<file path="src/design/xor_key_base64_codec_defines.svh">
// Assertion macros shared by the codec RTL.
// Used by files that carry concurrent checks; no other dependencies.
`ifndef XOR_KEY_BASE64_CODEC_DEFINES_SVH
`define XOR_KEY_BASE64_CODEC_DEFINES_SVH

// Same-cycle implication, disabled during reset.
`define XKB_ASSERT_NOW(label, ante, cons, msg) \
  label: assert property (@(posedge clk) disable iff (rst) (ante) |-> (cons)) \
    else $error(msg);

// Next-cycle implication, disabled during reset.
`define XKB_ASSERT_NEXT(label, ante, cons, msg) \
  label: assert property (@(posedge clk) disable iff (rst) (ante) |=> (cons)) \
    else $error(msg);

`endif

</file>
<file path="src/design/xkb_pkg.sv">
// Shared types, constants and base64 mapping functions for the codec.
// No dependencies; imported by every codec module.
package xkb_pkg;

  localparam int MAX_KEY_BYTES = 24;
  localparam int KEY_IDX_W = $clog2(MAX_KEY_BYTES);
  localparam logic [7:0] PAD_CHAR = 8'h3D;

  typedef enum logic [2:0] {
    CFG_MODE      = 3'd0,
    CFG_KEY_LEN   = 3'd1,
    CFG_KEY_LOW   = 3'd2,
    CFG_KEY_MID   = 3'd3,
    CFG_KEY_HIGH  = 3'd4
  } cfg_reg_t;

  // One queued job: up to three data results followed by pad characters.
  typedef struct packed {
    logic [2:0][7:0] chars;
    logic [1:0]      nchars;
    logic [1:0]      npad;
    logic            dvalid;
    logic            last;
  } entry_t;

  function automatic logic [7:0] b64_enc(input logic [5:0] v);
    logic [7:0] c;
    if (v < 6'd26) begin
      c = 8'd65 + {2'b00, v};
    end else if (v < 6'd52) begin
      c = 8'd71 + {2'b00, v};
    end else if (v < 6'd62) begin
      c = {2'b00, v} - 8'd4;
    end else if (v == 6'd62) begin
      c = 8'd43;
    end else begin
      c = 8'd47;
    end
    return c;
  endfunction

  // Returns {hit, value}; hit is low for characters outside the alphabet.
  function automatic logic [6:0] b64_dec(input logic [7:0] c);
    logic [6:0] r;
    if (c >= 8'd65 && c <= 8'd90) begin
      r = {1'b1, 6'(c - 8'd65)};
    end else if (c >= 8'd97 && c <= 8'd122) begin
      r = {1'b1, 6'(c - 8'd71)};
    end else if (c >= 8'd48 && c <= 8'd57) begin
      r = {1'b1, 6'(c + 8'd4)};
    end else if (c == 8'd43) begin
      r = {1'b1, 6'd62};
    end else if (c == 8'd47) begin
      r = {1'b1, 6'd63};
    end else begin
      r = 7'd0;
    end
    return r;
  endfunction

endpackage

</file>
<file path="src/design/xkb_front.sv">
// Front end: configuration registers, key stream, bit packing and job building.
// Depends on xkb_pkg; feeds jobs to xkb_fifo.
module xkb_front import xkb_pkg::*; (
  input  logic        clk,
  input  logic        rst,
  input  logic        cfg_we,
  input  logic [2:0]  cfg_index,
  input  logic [63:0] cfg_data,
  input  logic        in_valid,
  output logic        in_ready,
  input  logic [7:0]  data_in,
  input  logic        end_of_message,
  input  logic        q_full,
  output logic        q_push,
  output entry_t      q_entry
);

  logic                 mode;
  logic [4:0]           key_length;
  logic [63:0]          key_low;
  logic [63:0]          key_mid;
  logic [63:0]          key_high;
  logic [11:0]          bit_buffer;
  logic [3:0]           pending_bits;
  logic [KEY_IDX_W-1:0] key_index;
  logic [1:0]           chars_mod_four;
  logic                 padding_seen;

  logic                 accept;
  logic [4:0]           len;
  logic [KEY_IDX_W-1:0] idx;
  logic [KEY_IDX_W-1:0] key_index_next;
  logic [191:0]         key_all;
  logic [7:0]           kb;

  logic [11:0]          buf_e;
  logic [3:0]           pend_e, p1, p2, rem_e;
  logic                 two;
  logic                 flush;
  logic [5:0]           flush_bits;
  logic [7:0]           c1, c2, cf;
  logic [1:0]           nchars_e;
  logic [1:0]           cm_after;

  logic [6:0]           dec;
  logic                 is_pad;
  logic [11:0]          buf_d;
  logic [3:0]           pend_d, pd2;
  logic                 got;
  logic [7:0]           byte_d;

  assign accept   = in_valid && in_ready;
  assign in_ready = !q_full;
  assign key_all  = {key_high, key_mid, key_low};

  always_comb begin
    if (key_length == 5'd0) begin
      len = 5'd1;
    end else if (key_length > 5'(MAX_KEY_BYTES)) begin
      len = 5'(MAX_KEY_BYTES);
    end else begin
      len = key_length;
    end
    idx = (5'(key_index) < len) ? key_index : '0;
    key_index_next = (5'(idx) + 5'd1 >= len) ? '0 : KEY_IDX_W'(5'(idx) + 5'd1);
    kb = key_all[{idx, 3'b000} +: 8];
  end

  always_comb begin
    buf_e      = {bit_buffer[3:0], data_in ^ kb};
    pend_e     = pending_bits + 4'd8;
    p1         = pend_e - 4'd6;
    two        = p1 >= 4'd6;
    p2         = p1 - 4'd6;
    rem_e      = two ? p2 : p1;
    flush      = end_of_message && (rem_e != 4'd0);
    flush_bits = buf_e[5:0] << 3'(4'd6 - rem_e);
    c1         = b64_enc(6'(buf_e >> p1));
    c2         = b64_enc(6'(buf_e >> p2));
    cf         = b64_enc(flush_bits);
    nchars_e   = 2'd1 + {1'b0, two} + {1'b0, flush};
    cm_after   = chars_mod_four + nchars_e;
  end

  always_comb begin
    dec    = b64_dec(data_in);
    is_pad = data_in == PAD_CHAR;
    buf_d  = {bit_buffer[5:0], dec[5:0]};
    pend_d = pending_bits + 4'd6;
    pd2    = pend_d - 4'd8;
    got    = !padding_seen && !is_pad && dec[6] && (pend_d >= 4'd8);
    byte_d = 8'(buf_d >> pd2) ^ kb;
  end

  always_comb begin
    q_entry = '0;
    if (mode == 1'b0) begin
      q_entry.chars[0] = c1;
      q_entry.chars[1] = two ? c2 : cf;
      q_entry.chars[2] = cf;
      q_entry.nchars   = nchars_e;
      q_entry.npad     = end_of_message ? 2'(3'd4 - {1'b0, cm_after}) : 2'd0;
      q_entry.dvalid   = 1'b1;
      q_entry.last     = end_of_message;
    end else begin
      q_entry.chars[0] = got ? byte_d : 8'd0;
      q_entry.nchars   = 2'd1;
      q_entry.npad     = 2'd0;
      q_entry.dvalid   = got;
      q_entry.last     = end_of_message;
    end
    q_push = accept && ((mode == 1'b0) || got || end_of_message);
  end

  always_ff @(posedge clk) begin
    if (rst) begin
      mode       <= 1'b0;
      key_length <= 5'd20;
      key_low    <= '0;
      key_mid    <= '0;
      key_high   <= '0;
    end else if (cfg_we) begin
      unique case (cfg_index)
        CFG_MODE:     mode       <= cfg_data[0];
        CFG_KEY_LEN:  key_length <= cfg_data[4:0];
        CFG_KEY_LOW:  key_low    <= cfg_data;
        CFG_KEY_MID:  key_mid    <= cfg_data;
        CFG_KEY_HIGH: key_high   <= cfg_data;
        default: ;
      endcase
    end
  end

  always_ff @(posedge clk) begin
    if (rst || (cfg_we && cfg_index == CFG_MODE) || (accept && end_of_message)) begin
      bit_buffer     <= '0;
      pending_bits   <= '0;
      key_index      <= '0;
      chars_mod_four <= '0;
      padding_seen   <= 1'b0;
    end else if (accept) begin
      if (mode == 1'b0) begin
        bit_buffer     <= buf_e;
        pending_bits   <= rem_e;
        key_index      <= key_index_next;
        chars_mod_four <= cm_after;
      end else if (!padding_seen) begin
        if (is_pad) begin
          padding_seen <= 1'b1;
        end else if (dec[6]) begin
          bit_buffer   <= buf_d;
          pending_bits <= got ? pd2 : pend_d;
          if (got) begin
            key_index <= key_index_next;
          end
        end
      end
    end
  end

endmodule

</file>
<file path="src/design/xkb_fifo.sv">
// Two-entry job queue between the front end and the result serializer.
// Depends on xkb_pkg for the job type.
module xkb_fifo import xkb_pkg::*; (
  input  logic   clk,
  input  logic   rst,
  input  logic   push,
  input  entry_t push_entry,
  output logic   full,
  input  logic   pop,
  output logic   head_valid,
  output entry_t head
);

  entry_t     slots [2];
  logic       wptr;
  logic       rptr;
  logic [1:0] count;

  assign full       = count == 2'd2;
  assign head_valid = count != 2'd0;
  assign head       = slots[rptr];

  always_ff @(posedge clk) begin
    if (push) begin
      slots[wptr] <= push_entry;
    end
  end

  always_ff @(posedge clk) begin
    if (rst) begin
      wptr  <= 1'b0;
      rptr  <= 1'b0;
      count <= 2'd0;
    end else begin
      if (push) begin
        wptr <= !wptr;
      end
      if (pop) begin
        rptr <= !rptr;
      end
      count <= count + {1'b0, push} - {1'b0, pop};
    end
  end

endmodule

</file>
<file path="src/design/xkb_back.sv">
// Back end: walks each queued job and drives one result per transfer.
// Depends on xkb_pkg and the assertion macros header.
`include "xor_key_base64_codec_defines.svh"
module xkb_back import xkb_pkg::*; (
  input  logic       clk,
  input  logic       rst,
  input  logic       head_valid,
  input  entry_t     head,
  output logic       pop,
  output logic       out_valid,
  input  logic       out_ready,
  output logic [7:0] data_out,
  output logic       data_valid,
  output logic       last_out
);

  logic [2:0] pos;
  logic [2:0] total;
  logic       load;
  logic       at_end;

  assign total  = 3'(head.nchars) + 3'(head.npad);
  assign at_end = pos == total - 3'd1;
  assign load   = head_valid && (!out_valid || out_ready);
  assign pop    = load && at_end;

  always_ff @(posedge clk) begin
    if (load) begin
      data_out   <= (pos < 3'(head.nchars)) ? head.chars[pos[1:0]] : PAD_CHAR;
      data_valid <= (pos < 3'(head.nchars)) ? head.dvalid : 1'b1;
      last_out   <= head.last && at_end;
    end
  end

  always_ff @(posedge clk) begin
    if (rst) begin
      out_valid <= 1'b0;
      pos       <= 3'd0;
    end else begin
      out_valid <= load || (out_valid && !out_ready);
      if (load) begin
        pos <= at_end ? 3'd0 : pos + 3'd1;
      end
    end
  end

  `XKB_ASSERT_NOW(a_pos_in_job, head_valid, pos < total, "result index beyond job")
  `XKB_ASSERT_NEXT(a_job_held, load && !pop, head_valid, "job lost before its last result")
  `XKB_ASSERT_NOW(a_marker_last, out_valid && !data_valid, last_out, "bare marker not last")

endmodule

</file>
<file path="src/design/xor_key_base64_codec.sv">
// Top level of the repeating-key XOR codec with base64 framing.
// Depends on xkb_pkg, xkb_front, xkb_fifo and xkb_back.
//
// Channel  | Handshake            | Payload
// input    | in_valid / in_ready  | data_in, end_of_message
// output   | out_valid / out_ready| data_out, data_valid, last_out
// config   | cfg_we               | cfg_index, cfg_data
//
// An input transfer is taken by the front end; each result then passes the output
// register, one result per output transfer.
// Encoding throughput is set by the single result port.
// An input reaches the output through a job queue slot and then the output register.
// Reset is synchronous and clears control state; a stalled output holds and
// the two-entry queue lets the front end keep accepting until it fills.
module xor_key_base64_codec import xkb_pkg::*; (
  input  logic        clk,
  input  logic        rst,
  input  logic        cfg_we,
  input  logic [2:0]  cfg_index,
  input  logic [63:0] cfg_data,
  input  logic        in_valid,
  output logic        in_ready,
  input  logic [7:0]  data_in,
  input  logic        end_of_message,
  output logic        out_valid,
  input  logic        out_ready,
  output logic [7:0]  data_out,
  output logic        data_valid,
  output logic        last_out
);

  logic   q_full;
  logic   q_push;
  entry_t q_entry;
  logic   q_pop;
  logic   q_head_valid;
  entry_t q_head;

  xkb_front u_front (
    .clk            (clk),
    .rst            (rst),
    .cfg_we         (cfg_we),
    .cfg_index      (cfg_index),
    .cfg_data       (cfg_data),
    .in_valid       (in_valid),
    .in_ready       (in_ready),
    .data_in        (data_in),
    .end_of_message (end_of_message),
    .q_full         (q_full),
    .q_push         (q_push),
    .q_entry        (q_entry)
  );

  xkb_fifo u_fifo (
    .clk        (clk),
    .rst        (rst),
    .push       (q_push),
    .push_entry (q_entry),
    .full       (q_full),
    .pop        (q_pop),
    .head_valid (q_head_valid),
    .head       (q_head)
  );

  xkb_back u_back (
    .clk        (clk),
    .rst        (rst),
    .head_valid (q_head_valid),
    .head       (q_head),
    .pop        (q_pop),
    .out_valid  (out_valid),
    .out_ready  (out_ready),
    .data_out   (data_out),
    .data_valid (data_valid),
    .last_out   (last_out)
  );

endmodule
</file>
<file path="config.mk">
export PLATFORM = sky130hd
export DESIGN_NAME = xor_key_base64_codec
export DESIGN_NICKNAME = d
export VERILOG_FILES = /design/src/design/xkb_pkg.sv /design/src/design/xkb_front.sv /design/src/design/xkb_fifo.sv /design/src/design/xkb_back.sv /design/src/design/xor_key_base64_codec.sv
export VERILOG_INCLUDE_DIRS = /design/src /design/src/design
export SDC_FILE = /design/constraint.sdc
export NUM_CORES = 1
export LEC_CHECK = 0
export BUFFER_PORTS_ARGS = -buffer_cell sky130_fd_sc_hd__buf_2
export CELL_PAD_IN_SITES_DETAIL_PLACEMENT = 0
export CELL_PAD_IN_SITES_GLOBAL_PLACEMENT = 1
export CORE_ASPECT_RATIO = 1.75
export CORE_UTILIZATION = 48
export CTS_BUF_LIST = sky130_fd_sc_hd__clkbuf_8
export CTS_CLUSTER_SIZE = 10
export DETAILED_ROUTE_END_ITERATION = 7
export PLACE_DENSITY_LB_ADDON = 0.1
export SLEW_MARGIN = 40
export SYNTH_ARGS = -nofsm -noshare
export SYNTH_HDL_FRONTEND = slang
export SYNTH_SLANG_ARGS = --single-unit
</file>
<file path="constraint.sdc">
create_clock -name clk -period 5.89 [get_ports clk]
set_input_delay 0.589 -clock clk [delete_from_list [all_inputs] [get_ports clk]]
set_output_delay 0.589 -clock clk [all_outputs]
set_load 0.01 [all_outputs]
</file>
==> impl_metrics.sql, run 1 <==
INSERT INTO impl_metrics (metric_group, metric, value, unit) VALUES
('status', 'status', 'completed', ''),
('cells_and_area', 'fillers', '3183', ''),
('global_route', 'via_count_of_the_first_global_routing_pass', '14691', ''),
('setup_path', 'crit_path_cell_trace', 'inv_1 > ha_2 > a41o_2 > a21oi_4 > nand2_1 > clkinv_4 > buf_12 > mux4_2 > a32o_1 > and4b_1 > a211oi_2 > buf_4 > buf_4 > nand2_1 > nand2_1 > inv_1 > ha_1 > or3_1 > o311a_1 > o221a_1 > a211oi_2', ''),
('sta', 'setup-violations-final', '0', ''),
('clock_tree', 'cts_made_buffers', '43', ''),
('logic_synthesis', 'syn-cell-area', '16100', 'um^2'),
('floorplanning', 'initial_core_util', '48.8', '%'),
('sta', 'maxSlewHeadroom', '43.3', '%'),
('setup_path', 'worst-setup-path-type', 'reg2reg', ''),
('setup_path', 'timing.critical_path.mode_cell', 'sky130_fd_sc_hd__nand2_1', ''),
('cells_and_area', 'fin_cells', '2483', ''),
('setup_path', 'worstSetupEndpointType', 'flop', ''),
('floorplanning', 'floorplan.rows', '88', ''),
('global_route', 'grt_max_degree', '130', ''),
('drt', 'drcViolationCount', '0', ''),
('clock_tree', 'clock_sinks', '294', ''),
('floorplanning', 'fp.dieW', '140', 'um'),
('cells_and_area', 'finish.net_count', '2171', ''),
('logic_synthesis', 'synth.ff_latch_count', '294', ''),
('placement', 'placed_inst_area', '17200', 'um^2'),
('logic_synthesis', 'syn-num-nets', '2069', ''),
('global_route', 'grt_antenna_before_repair', '1', ''),
('drt', 'vias', '15022', ''),
('setup_path', 'required_arrival_time_at_the_worst_endpoint', '6270', 'ps'),
('global_route', 'globalRouteTotalUtil', '33.3', '%'),
('logic_synthesis', 'netlist_instances', '1943', ''),
('logic_synthesis', 'synth-async-reset-ratio', '0', '%'),
('clock_tree', 'clk_latency', '590', 'ps'),
('setup_path', 'start_kind', 'flop', ''),
('clock_tree', 'h-tree-depth', '2', ''),
('drt', 'route.final.wire_length', '56.8', 'mm'),
('clock_tree', 'clkSlewWorstSetupHoldPaths', '70', 'ps'),
('drt', 'via_per_inst', '6.05', ''),
('cells_and_area', 'finish.utilization', '55.5', '%'),
('sta', 'period_minus_slack', '5640', 'ps'),
('sta', 'fin_skew', '25.0', 'ps'),
('cells_and_area', 'finalInstanceArea', '18300', 'um^2'),
('power_and_ir_drop', 'p_per_area', '349', 'nW/um^2'),
('placement', 'place_inst', '2398', ''),
('floorplanning', 'io-pin-count', '93', ''),
('power_and_ir_drop', 'irDropWorstVdd', '0.000189', 'V'),
('placement', 'io_buffers', '92', ''),
('setup_path', 'cp_data_arrival_time', '6020', 'ps'),
('logic_synthesis', 'synth.yosys.seq_area_share', '41.0', '%'),
('logic_synthesis', 'yosys_warnings', '0', ''),
('logic_synthesis', 'yosys.cell_types.count', '100', ''),
('sta', 'final-max-slew-violation-count', '0', ''),
('clock_tree', 'clock_path_buffers', '3', ''),
('drt', 'post_drt_wl_per_cell', '22.9', 'um'),
('placement', 'placed_wire_length_estimate', '41.8', 'mm'),
('cells_and_area', 'final_common_cell', 'sky130_fd_sc_hd__nand2_1', ''),
('cells_and_area', 'final_layout_size_suffix_gt1_share', '16.6', '%'),
('drt', 'antenna_violating_nets_post_route', '0', ''),
('floorplanning', 'core', '32900', 'um^2'),
('global_route', 'globalRouteOverflowTotal', '0', ''),
('drt', 'detail_route.first_pass.iterations', '5', ''),
('sta', 'worst_slew_pin_slew', '851', 'ps'),
('sta', 'timing_hold_violations_final', '0', ''),
('flow_run', 'drv_cap', '0', ''),
('cells_and_area', 'area.growth.synth_to_final', '13.5', '%'),
('floorplanning', 'die_area', '34300', 'um^2'),
('power_and_ir_drop', 'cellLeakagePower', '0.00665', 'uW'),
('logic_synthesis', 'synthFlopType', 'sky130_fd_sc_hd__dfxtp_1', ''),
('setup_path', 'delay_contributed_by_the_slowest_stage_of_the_critical_path', '600', 'ps'),
('worst_hold_path', 'holdCritPathClass', 'in2reg', ''),
('sta', 'peak_freq', '0.177', 'GHz'),
('clock_tree', 'cts_root_buf', 'sky130_fd_sc_hd__clkbuf_8', ''),
('placement', 'routabilityCongestion', '1.03', ''),
('global_route', 'grt_first_pass_wirelength', '86.4', 'mm'),
('logic_synthesis', 'number_of_synthesized_flops_with_an_enable_pin', '70', ''),
('logic_synthesis', 'synth.avg_cell_area', '8.27', 'um^2'),
('clock_tree', 'tritoncts_clock_tree', 'built', ''),
('sta', 'final_worst_path_period_share', '95.8', '%'),
('floorplanning', 'die_height', '244', 'um'),
('drt', 'drt-initial-drc-count', '1013', ''),
('setup_path', 'critical_path.slowest_cell', 'sky130_fd_sc_hd__mux4_2', ''),
('setup_path', 'timing.critical_path.fanout_max', '14', ''),
('cells_and_area', 'mostFrequentLayoutCells', '501 x sky130_fd_sc_hd__nand2_1, 252 x sky130_fd_sc_hd__a21oi_1, 224 x sky130_fd_sc_hd__dfxtp_1', '');
==> path summary, 6_finish.rpt <==
kind,endpoint,cells past startpoint,slack [ps],startpoint
worst max register to register,u_fifo.slots[0][16],21,250,u_front.key_length[4]
worst max-delay path,u_fifo.slots[0][16],21,250,u_front.key_length[4]
worst min-delay path,u_front.key_low[47],3,260,cfg_data[47]
worst min register to register,u_front.key_low[2],2,450,u_front.key_low[2]
==> power breakdown <==
| group | switching, uW | internal [uW] |
|---|---|---|
| registers | 98.8 | 2370 |
| clock network | 801 | 914 |
| logic | 1330 | 861 |
| total | 2230 | 4140 |
==> synthesized netlist by cell type, drive strengths merged, types with 5 or more instances <==
cell type    n  area [um^2]
a211o        7         61.3
a211oi      29          238
a21o         7         52.6
a21oi      259         1330
a221o       19          190
a221oi      22          205
a22o        12          105
a22oi       21          158
a311oi       6         52.6
a31oi       17          106
and2        17          109
and3        19          119
buf         32          236
clkbuf     100          375
dfxtp      224         4480
edfxtp      70         2100
ha          45          563
inv         51          191
mux2        11          124
mux2i       43          430
mux4        13          293
nand2      502         1880
nand2b       9         56.3
nand3       40          205
nand4       11         68.8
nor2        96          363
nor2b        7         43.8
nor3        15         75.1
o211ai      17          138
o21a         9         68.8
o21ai       59          303
o221a        6         67.6
o221ai       7         67.6
o22ai       12         75.1
o31ai        7         66.3
or2          7         43.8
or3         11         73.8
or4          5         48.8
xnor2       24          233
xor2        14          123
==> per-layer routing <==
metal  global-route usage, %  vias to the layer above  share of wire [%]
met5                       0                        -                  0
met4                    23.9                        0                7.6
met3                    4.70                      169                4.1
met2                    62.1                      458                 53
met1                    33.6                     7252                 35
li1                        -                     7143                  -
==> state kept, by name (all words and copies together), names as in the netlist, 5 cells and up, named ones only <==
signal / flops
u_front.key_length: 5
u_back.data_out: 8
u_front.key_high: 64
u_fifo.slots: 60
u_front.bit_buffer: 6
u_front.key_low: 64
u_front.key_mid: 64
u_front.key_index: 5
==> metrics by stage <==
step | worst slack, ps | total power [uW] | hold WS [ps] | setup TNS (ps)
final | 250 | 6370 | 259 | 0
after global routing | -28.7 | 6680 | 253 | -57.4
after CTS | 17.5 | 6360 | 241 | 0
after detailed placement | -205 | 4630 | 444 | -1120
after global placement | -173 | 4610 | 438 | -931
after floorplan | 674 | 3890 | 432 | 0
==> critical path, delay by kind of cell (launching register included) <==
family	cells	cell delay, ps
and+or+nand+nor	5	1040
adders and majority gates	2	610
muxes	1	600
AOI/OAI and AO/OA	7	1940
buffers and inverters	6	850
DFF	1	380
==> logic make-up after synthesis <==
| group | after synthesis | synth area share, % |
|---|---|---|
| compound gates | 563 | 23.1 |
| mux | 67 | 5.27 |
| xor+xnor | 38 | 2.21 |
| simple gates | 752 | 19.9 |
| flops | 294 | 41.0 |
| fa+ha+maj | 45 | 3.50 |
| buf+inv | 184 | 5.02 |
==> layout make-up <==
type	instances	area (um^2)	share of cell area (%)
tap	405	507	2.78
multi-input combinational	1465	8840	48.4
inverter	52	200	1.10
sequential	294	6590	36.1
clock buffer	47	647	3.54
clock inverter	30	238	1.30
antenna	1	2.50	0.0137
timing repair buffer	189	1240	6.79
==> timing repair <==
item,CTS,global route
setup endpoints to repair,11,30
hold endpoints to repair,0,0
resized for setup,6,29
setup buffers,1,5
hold buffers,0,0
pin swaps,1,4
(Power assumes the default switching activity.)
==> inputs of run 2 (changes only) <==
==> constraint.sdc (replaced) <==
create_clock -name clk -period 5.89 [get_ports clk]
set_input_delay 0.8835 -clock clk [delete_from_list [all_inputs] [get_ports clk]]
set_output_delay 0.8835 -clock clk [all_outputs]
set_load 0.01 [all_outputs]
==> run 2 against run 1 <==
  * Sequential share of layout area up 0.42 points
  * Cell area decreased by 1.1%
  * Hold slack better by 190 ps
  * Via count down 0.46%
  * Core utilization decreased by 0.63 points
  * Non-clock buffer count fell by 9
  * Critical path depth shrank 2
  * Global-route usage down 0.95 points
  * Clock power fell by 6%
  * Largest power group unchanged
  * Critical endpoint is now u_fifo.slots[1][8]
  * Wire length fell by 2.7%
  * Total power is 2.3% lower
==> impl_metrics.sql, run 2 (synthesis gave the netlist of run 1 again) <==
INSERT INTO impl_metrics (metric_group, metric, value, unit) VALUES
('sta', 'timing_hold_violations_final', '0', ''),
('sta', 'final_worst_path_period_share', '95.3', '%'),
('clock_tree', 'clock_sinks', '294', ''),
('drt', 'via_per_inst', '6.04', ''),
('power_and_ir_drop', 'netSwitchingFraction', '35.4', '%'),
('clock_tree', 'h-tree-depth', '2', ''),
('cells_and_area', 'final_common_cell', 'sky130_fd_sc_hd__nand2_1', ''),
('setup_path', 'worstSetupEndpointType', 'flop', ''),
('setup_path', 'delay_contributed_by_the_slowest_stage_of_the_critical_path', '660', 'ps'),
('drt', 'drcViolationCount', '0', ''),
('worst_hold_path', 'worst_hold_path.endpoint', 'u_front.key_mid[21]', ''),
('drt', 'post_drt_wl_per_cell', '22.3', 'um'),
('cells_and_area', 'finish.utilization', '54.8', '%'),
('floorplanning', 'die_height', '244', 'um'),
('sta', 'maxSlewHeadroom', '43.5', '%'),
('cells_and_area', 'final_layout_size_suffix_gt1_share', '15.6', '%'),
('worst_hold_path', 'min-delay-start', 'u_front.key_mid[21]', ''),
('placement', 'routabilityCongestion', '0.995', ''),
('clock_tree', 'clk_latency', '590', 'ps'),
('floorplanning', 'initial_core_util', '48.8', '%'),
('sta', 'peak_freq', '0.178', 'GHz'),
('global_route', 'via_count_of_the_first_global_routing_pass', '14459', ''),
('setup_path', 'cp_data_arrival_time', '5880', 'ps'),
('global_route', 'grt_antenna_before_repair', '2', ''),
('power_and_ir_drop', 'irDropWorstVdd', '0.000198', 'V'),
('cells_and_area', 'finish.net_count', '2163', ''),
('worst_hold_path', 'min_path_cells', '2', ''),
('worst_hold_path', 'holdCritPathClass', 'reg2reg', ''),
('setup_path', 'timing.rr.start', 'u_front.key_length[4]', ''),
('floorplanning', 'core', '32900', 'um^2'),
('power_and_ir_drop', 'pwr-share-clk', '25.9', '%'),
('drt', 'vias', '14953', ''),
('power_and_ir_drop', 'report.power.total', '6220', 'uW'),
('floorplanning', 'die_area', '34300', 'um^2'),
('setup_path', 'critical_path.slowest_cell', 'sky130_fd_sc_hd__a221oi_1', ''),
('global_route', 'grt_first_pass_wirelength', '84.1', 'mm'),
('floorplanning', 'floorplan.rows', '88', ''),
('sta', 'final-max-slew-violation-count', '0', ''),
('sta', 'period_minus_slack', '5610', 'ps'),
('setup_path', 'setup.worst_path.start', 'u_front.key_length[4]', ''),
('sta', 'fin_skew', '23.4', 'ps'),
('power_and_ir_drop', 'cellLeakagePower', '0.00658', 'uW'),
('cells_and_area', 'area.growth.synth_to_final', '12.2', '%'),
('power_and_ir_drop', 'internal_power', '4020', 'uW'),
('drt', 'detail_route.first_pass.iterations', '6', ''),
('setup_path', 'timing.critical_path.fanout_max', '8', ''),
('power_and_ir_drop', 'share_seq_of_total_power', '39.6', '%'),
('sta', 'tns', '0', 'ps'),
('setup_path', 'worstPathBufferInverterCount', '4', ''),
('setup_path', 'cpLargestDelayFamily', 'compound AO/OA/AOI/OAI gates', ''),
('global_route', 'globalRouteOverflowTotal', '0', ''),
('setup_path', 'worst-r2r-cell-count', '19', ''),
('sta', 'worst_slew_pin_slew', '848', 'ps'),
('setup_path', 'ff2ff_setup_slack', '280', 'ps'),
('drt', 'antenna_violating_nets_post_route', '0', ''),
('cells_and_area', 'reg.largest.list', 'u_front.key_high (64), u_front.key_low (64), u_front.key_mid (64)', ''),
('clock_tree', 'tritoncts_clock_tree', 'built', ''),
('clock_tree', 'post_cts_hold_buffers', '0', ''),
('setup_path', 'start_kind', 'flop', ''),
('setup_path', 'worst-setup-path-type', 'reg2reg', ''),
('floorplanning', 'fp.dieW', '140', 'um'),
('flow_run', 'drv_cap', '0', ''),
('cells_and_area', 'mostFrequentLayoutCells', '502 x sky130_fd_sc_hd__nand2_1, 254 x sky130_fd_sc_hd__a21oi_1, 224 x sky130_fd_sc_hd__dfxtp_1', ''),
('floorplanning', 'io-pin-count', '93', ''),
('placement', 'placed_wire_length_estimate', '41.0', 'mm'),
('setup_path', 'crit_path_cell_trace', 'inv_1 > ha_2 > nand4_1 > buf_4 > o21ai_1 > nor2_1 > a221oi_1 > o21a_2 > or4_4 > nand2_1 > o21ai_0 > a32oi_2 > buf_4 > ha_1 > nor3b_2 > buf_4 > mux2i_1 > o2111ai_1 > o311ai_1', ''),
('setup_path', 'required_arrival_time_at_the_worst_endpoint', '6150', 'ps'),
('status', 'status', 'completed', ''),
('setup_path', 'end_of_the_worst_register_to_register_path', 'u_fifo.slots[1][8]', ''),
('clock_tree', 'clock_path_buffers', '3', ''),
('clock_tree', 'cts_made_buffers', '44', ''),
('clock_tree', 'cts_root_buf', 'sky130_fd_sc_hd__clkbuf_8', ''),
('power_and_ir_drop', 'p_per_area', '345', 'nW/um^2'),
('power_and_ir_drop', 'power.combinational.fraction', '34.4', '%'),
('placement', 'io_buffers', '92', ''),
('global_route', 'globalRouteTotalUtil', '32.4', '%'),
('setup_path', 'timing.critical_path.mode_cell', 'sky130_fd_sc_hd__buf_4', ''),
('sta', 'setup-violations-final', '0', ''),
('drt', 'drt-initial-drc-count', '1010', ''),
('sta', 'grt_setup_unrepaired', 'false', ''),
('clock_tree', 'clkSlewWorstSetupHoldPaths', '70', 'ps'),
('global_route', 'grt_max_degree', '134', ''),
('drt', 'route.final.wire_length', '55.3', 'mm'),
('power_and_ir_drop', 'reported_net_switching_power', '2200', 'uW');
## run 2: worst min-delay path, delay by kind of cell (launching register included)
kind	cells	cell delay [ps]
AOI/OAI and AO/OA	1	50
DFF	1	310
and+or+nand+nor	1	50
## run 2: final cells by class
type,count,area (um^2)
Clock inverter,33,209
Sequential cell,294,6590
Fill cell,3181,14900
Tap cell,405,507
Timing Repair Buffer,180,1180
Inverter,52,195
Antenna cell,1,2.50
Multi-Input combinational cell,1465,8750
Clock buffer,45,619
## run 2: worst max-delay path by stage
stage	to	slack, ps	cells past startpoint
CTS	u_fifo.slots[0][18]	60	19
global route	u_fifo.slots[0][18]	4	19
finish	u_fifo.slots[1][8]	280	19
floorplan	u_fifo.slots[0][9]	670	27
global placement	u_fifo.slots[0][8]	-80	18
detailed placement	u_fifo.slots[0][18]	-50	18
## run 2: stage by stage
stage	std cells	cell area (um^2)	hold slack [ps]	worst slack [ps]
6_report	2475	18000	453	276
3_3_place_gp	2393	17100	440	-83.8
4_1_cts	2472	18000	453	60.1
2_1_floorplan	1943	16100	432	674
3_5_place_dp	2394	17200	444	-47.7
5_1_grt	2475	18000	464	3.95
## run 2: power groups by stage
| stage | Combinational (uW) | Clock (uW) | Sequential [uW] |
|---|---|---|---|
| global route | 2320 | 1720 | 2490 |
| floorplan | 1410 | 0 | 2490 |
| finish | 2140 | 1610 | 2470 |
| global placement | 2100 | 0 | 2510 |
| detailed placement | 2120 | 0 | 2510 |
| CTS | 2130 | 1640 | 2470 |
## run 2: timing repair
item                                    in CTS  in global routing
buffers inserted                             0                  2
endpoints found under the setup margin       4                 20
resized for setup                            1                 10
pin swaps                                    0                  2
## run 2: per-layer routing
metal / track usage (%) / up-vias / wire, um
met5: 0 / - / 11
met4: 21.3 / 2 / 3900
met3: 3.60 / 171 / 2330
met2: 60.9 / 490 / 29400
met1: 33.5 / 7149 / 19700
li1: - / 7141 / -
